## config.mk

```make
export PLATFORM = sky130hd
export DESIGN_NAME = rgb_c3_cell
export DESIGN_NICKNAME = d
export VERILOG_FILES = /design/src/rtl/rgb_c3_pkg.sv /design/src/rtl/rgb_c3_cell.sv
export SDC_FILE = /design/constraint.sdc
export NUM_CORES = 2
export LEC_CHECK = 0
export BUFFER_PORTS_ARGS = -buffer_cell sky130_fd_sc_hd__clkbuf_2
export CORE_ASPECT_RATIO = 1.4
export CORE_MARGIN = 1.5
export CORE_UTILIZATION = 45
export DETAILED_ROUTE_END_ITERATION = 6
export GPL_ROUTABILITY_DRIVEN = 0
export PLACE_DENSITY = 0.66
export SYNTH_ARGS = -nofsm -noshare
export SYNTH_HDL_FRONTEND = slang
export SYNTH_SLANG_ARGS = --single-unit
```

## constraint.sdc

```tcl
create_clock -name clk -period 4.3 [get_ports clk]
set_clock_uncertainty 0.1 [all_clocks]
set_input_delay 0 -clock clk [delete_from_list [all_inputs] [get_ports clk]]
set_output_delay 0 -clock clk [all_outputs]
set_load 0.02 [all_outputs]
```

## src/rtl/rgb_c3_pkg.sv

```systemverilog
// ----------------------------------------------------------------------------
// rgb_c3_pkg: shared types and constants of the 3x3 RGB convolution filter
// Pixel, column and product types, register indexes and default sizes.
// ----------------------------------------------------------------------------
package rgb_c3_pkg;

	// Default sizes for the top-level parameters.
	localparam int DEF_MAX_WIDTH      = 1024;
	localparam int DEF_COEF_FRAC_BITS = 11;

	// Kernel is square with this many taps per side.
	localparam int KSIZE = 3;

	// Saturation limit of one output channel.
	localparam logic [7:0] CH_MAX = 8'd255;

	// Product of an 8-bit channel and a signed 16-bit weight fits 24 bits.
	localparam int PW = 24;
	// Sum of nine products.
	localparam int SW = 28;

	// Input item kinds.
	localparam logic FUNC_PIXEL = 1'b0;
	localparam logic FUNC_DRAIN = 1'b1;

	// Configuration register indexes.
	typedef enum logic [2:0] {
		REG_WIDTH  = 3'd0,
		REG_HEIGHT = 3'd1,
		REG_KTOP   = 3'd2,
		REG_KMID   = 3'd3,
		REG_KBOT   = 3'd4
	} reg_idx_t;

	// Packed red|green|blue pixel.
	typedef logic [23:0] pix_t;

	// One column of the 3x3 window: rows r-2, r-1 and r.
	typedef struct packed {
		pix_t top;
		pix_t mid;
		pix_t bot;
	} col_t;

	// Signed weights of one kernel column, one per kernel row.
	typedef struct packed {
		logic signed [15:0] top;
		logic signed [15:0] mid;
		logic signed [15:0] bot;
	} wcol_t;

	typedef logic signed [PW-1:0] prod_t;
	// Nine products of one column, index is row * 3 + channel.
	typedef prod_t [8:0] prod_col_t;

	// Slot of the previous row in the three-row line store.
	function automatic logic [1:0] slot_prev(input logic [1:0] s);
		logic [1:0] p;
		p = (s == 2'd0) ? 2'd2 : s - 2'd1;
		return p;
	endfunction

	// Slot of the next row in the three-row line store.
	function automatic logic [1:0] slot_next(input logic [1:0] s);
		logic [1:0] n;
		n = (s == 2'd2) ? 2'd0 : s + 2'd1;
		return n;
	endfunction

endpackage

```

## src/rtl/rgb_c3_cell.sv

```systemverilog
// ----------------------------------------------------------------------------
// rgb_c3_cell: one column cell of the convolution window
// Holds a window column, hands it to the next cell on shift and weights it.
// ----------------------------------------------------------------------------
module rgb_c3_cell
	import rgb_c3_pkg::*;
(
	input  logic      clk,
	input  logic      shift,
	input  col_t      col_in,
	input  wcol_t     wts,
	output col_t      col_out,
	output prod_col_t prod
);

	col_t col_q;

	// Column register; moves one place along the chain per pixel transfer.
	always_ff @(posedge clk) begin
		if (shift) begin
			col_q <= col_in;
		end
	end

	assign col_out = col_q;

	// Weight every channel of every row in this column.
	always_comb begin
		pix_t               p;
		logic signed [15:0] w;
		logic signed [24:0] m;
		for (int i = 0; i < KSIZE; i++) begin
			case (i)
				0:       begin p = col_q.top; w = wts.top; end
				1:       begin p = col_q.mid; w = wts.mid; end
				default: begin p = col_q.bot; w = wts.bot; end
			endcase
			for (int ch = 0; ch < 3; ch++) begin
				m = $signed({1'b0, p[16 - 8*ch +: 8]}) * w;
				prod[i*3 + ch] = m[PW-1:0];
			end
		end
	end

endmodule

```

==> impl_metrics.csv <==
group,metric,value,unit
status,status,"finished, violations left",
status,violations,"setup timing",
route,drt-total-wl,132500,um
timing,period_minus_slack,5.296,ns
yosys,synth_edf_count,72,
timing,hold-worst-slack,0.09284,ns
global_route,grt_max_degree,42,
global_route,grt_overflow,0,
clocking,root_buffer,"clkbuf_16",
timing,max_freq,0.1888,GHz
yosys,syn_area,42720,um2
clocking,cts_buffer_depth,2,
layout,nets,7780,
timing,finalSetupViolations,143,
yosys,yosys_register_bits,72,
place,portBuffers,409,
worst_setup_path,slowest_stage,"fa_2",
yosys,synth.avg_cell_area,8.580,um2
timing,drv_slew,0,
route,vias_per_cell,5.021,
global_route,grt_pass1_vias,41570,
layout,drive_gt1_share,38.25,%
global_route,grtUsageTotal,26.92,%
layout,final_common_cell,"inv_1",
route,drt-initial-drc-count,1508,
layout,final_cell_mix,"1254 x inv_1, 843 x buf_4, 817 x fa_1",
job,drv_cap,0,
worst_setup_path,crit_chain,"buf_4 > nand2_2 > fa_2 > inv_2 > fa_2 > fa_1 > inv_1 > fa_1 > inv_2 > ha_4 > a2111oi_4 > and2_4 > a221oi_2 > a311o_2 > a21o_1 > a21oi_2 > xnor2_2 > clkbuf_8",
yosys,synth_cells,4979,
worst_hold_path,hold-path-endpoint,"col_out[53]",
worst_hold_path,hold_path_depth,1,
timing,hold_viol_final,0,
yosys,yosys_warnings,0,
yosys,ys_seq_area_share,5.061,%
worst_setup_path,required,4.20,ns
route,drcViolationCount,0,
yosys,synth_ff_type,"edfxtp_1",
floorplan,initial_core_util,45.44,%
global_route,grt_first_pass_wirelength,207500,um
worst_setup_path,cp.arrival,5.20,ns
route,wl_per_cell,17.52,um
clocking,clk_pin_slew_worst_paths,0.10,ns
layout,largest_reg_flops,72,
yosys,syn_nets,6424,
worst_setup_path,crit_type,"register to output pin",
route,drtAntennaViolNets,0,
global_route,antenna_found_initial,6,
clocking,htree_levels,3,
worst_setup_path,start_kind,"register",
timing,layout_setup_ws,-0.9958,ns
clocking,cts_tree,"yes",
worst_hold_path,min-delay-start,"shift",
yosys,async_reset_ff_share,0,%
layout,area_growth,46.64,%
place,dp.final_hpwl,102500,um
clocking,cts.sinks,72,
route,vias,37960,
floorplan,core,94020,um2
worst_setup_path,endpoint_kind,"output pin",
place,dp_cells,7256,
worst_setup_path,cp_max_fo,6,
worst_hold_path,holdCritPathClass,"primary input to register",
route,dr.pass1.iters,5,
worst_setup_path,cp_slowest_stage_delay,0.54,ns
layout,final_cells,7560,
floorplan,die_h,367.6,um
yosys,yosys.cell_types.count,69,
timing,worstMarginPinSlew,0.8411,ns
floorplan,pin_count,410,
clocking,cts_made_buffers,9,
floorplan,rows,133,
floorplan,dieArea,96820,um2
timing,rsz0062_at_grt,"true",
floorplan,die_w,263.4,um
timing,slew_headroom,43.93,%
timing,post-route-period-util,123.2,%
[layer usage]
metal,GRT usage (%),share of wire (%),routed length [um]
met5,0,0,0
met1,29.71,36,48280
met4,12.26,5.1,6712
met3,3.165,4.2,5586
met2,51.15,54,71870
[worst max path at each step]
stage | from | to | slack [ns] | cells past startpoint
after floorplan | col_out[3] | prod[215] | -0.59 | 17
after global placement | col_out[4] | prod[215] | -0.69 | 17
after detailed placement | col_out[4] | prod[215] | -0.75 | 17
after CTS | col_out[64] | prod[23] | -0.98 | 18
after global routing | col_out[26] | prod[141] | -1.16 | 19
final | col_out[5] | prod[213] | -1.0 | 18
[logic make-up (layout without fill, tap and decap cells)]
logic type | count (synthesis) | in the layout | share of synthesized area, %
adder cells (fa/ha/maj) | 1323 | 1323 | 54.56
AO/OA/AOI/OAI | 414 | 414 | 6.399
flip-flops | 72 | 72 | 5.061
buffers and inverters | 1560 | 2921 | 13.71
other | 0 | 5 | 0
AND/OR/NAND/NOR | 1406 | 1406 | 16.08
multiplexers | 1 | 1 | 0.02636
XOR/XNOR | 203 | 203 | 4.162
[through the flow]
| step | cell area (um2) | util, % | TNS, ns | setup slack, ns |
|---|---|---|---|---|
| 6_report | 62650 | 66.63 | -86.45 | -0.9958 |
| 3_5_place_dp | 54870 | 58.36 | -35.37 | -0.7462 |
| 2_1_floorplan | 45710 | - | -11.36 | -0.5942 |
| 5_1_grt | 62640 | 66.63 | -110.33 | -1.161 |
| 4_1_cts | 60050 | 63.86 | -88.22 | -0.9784 |
| 3_3_place_gp | 54870 | 58.36 | -31.55 | -0.6914 |
[cells in the mapped netlist, types with 2 or more instances]
library cell	n	area share (%)
inv_1	1384	12
fa_1	900	42
nand2_1	694	6.1
and2_1	537	7.9
ha_1	423	12
clkbuf_1	176	1.5
xnor2_1	141	2.9
a21oi_1	124	1.5
edfxtp_1	72	5.1
nor2_1	72	0.63
a21o_1	67	1.2
o21ai_0	62	0.73
xor2_1	62	1.3
o21a_1	25	0.44
nand3_1	24	0.28
a211oi_1	22	0.39
and3_1	18	0.26
o21bai_1	16	0.28
o21ai_1	14	0.16
nand2b_1	10	0.15
o211ai_1	10	0.18
nor3_1	9	0.11
a31oi_1	8	0.12
nor2b_1	8	0.12
nand4_1	7	0.10
o31ai_1	7	0.12
nor4_1	6	0.088
a211o_1	5	0.10
a41oi_1	5	0.10
and4_1	5	0.10
nor3b_1	5	0.088
a21boi_0	4	0.070
a221oi_1	4	0.082
or2_2	4	0.059
a2111o_1	3	0.079
a2111oi_0	3	0.062
o22ai_1	3	0.044
o41ai_2	3	0.11
a21bo_1	2	0.047
a221oi_2	2	0.070
o2111ai_1	2	0.041
o211a_1	2	0.047
o41ai_1	2	0.041
or4_1	2	0.035
[timing repair]
item | CTS | global route
gates resized for setup | 716 | 612
setup buffers | 145 | 94
pin swaps | 470 | 455
hold endpoints to repair | 72 | 0
hold buffers | 72 | 0
endpoints found under the setup margin | 150 | 157
cloned | 7 | 4
[critical path, delay by kind of cell (launching register included)]
kind	cells	cell delay (ns)
buffers and inverters	5	0.48
AND/OR/NAND/NOR	2	0.26
XOR/XNOR	1	0.15
flip-flops	1	0.49
AO/OA/AOI/OAI	5	1.25
adder cells (fa/ha/maj)	5	2.16
[final cells by class]
class                      instances  area [um2]
antenna                            5       12.51
clock buffer                      10       229.0
clock inverter                     6       92.59
fill                            7040       31380
inverter                        1384        5195
multi-input combinational       3347       40350
sequential                        72        2162
tap                             1215        1520
timing repair buffer            1521       13080
Power is left out: the tool's default activity adds up to more than one toggle a clock period on the data nets, which glitch-free logic cannot reach.
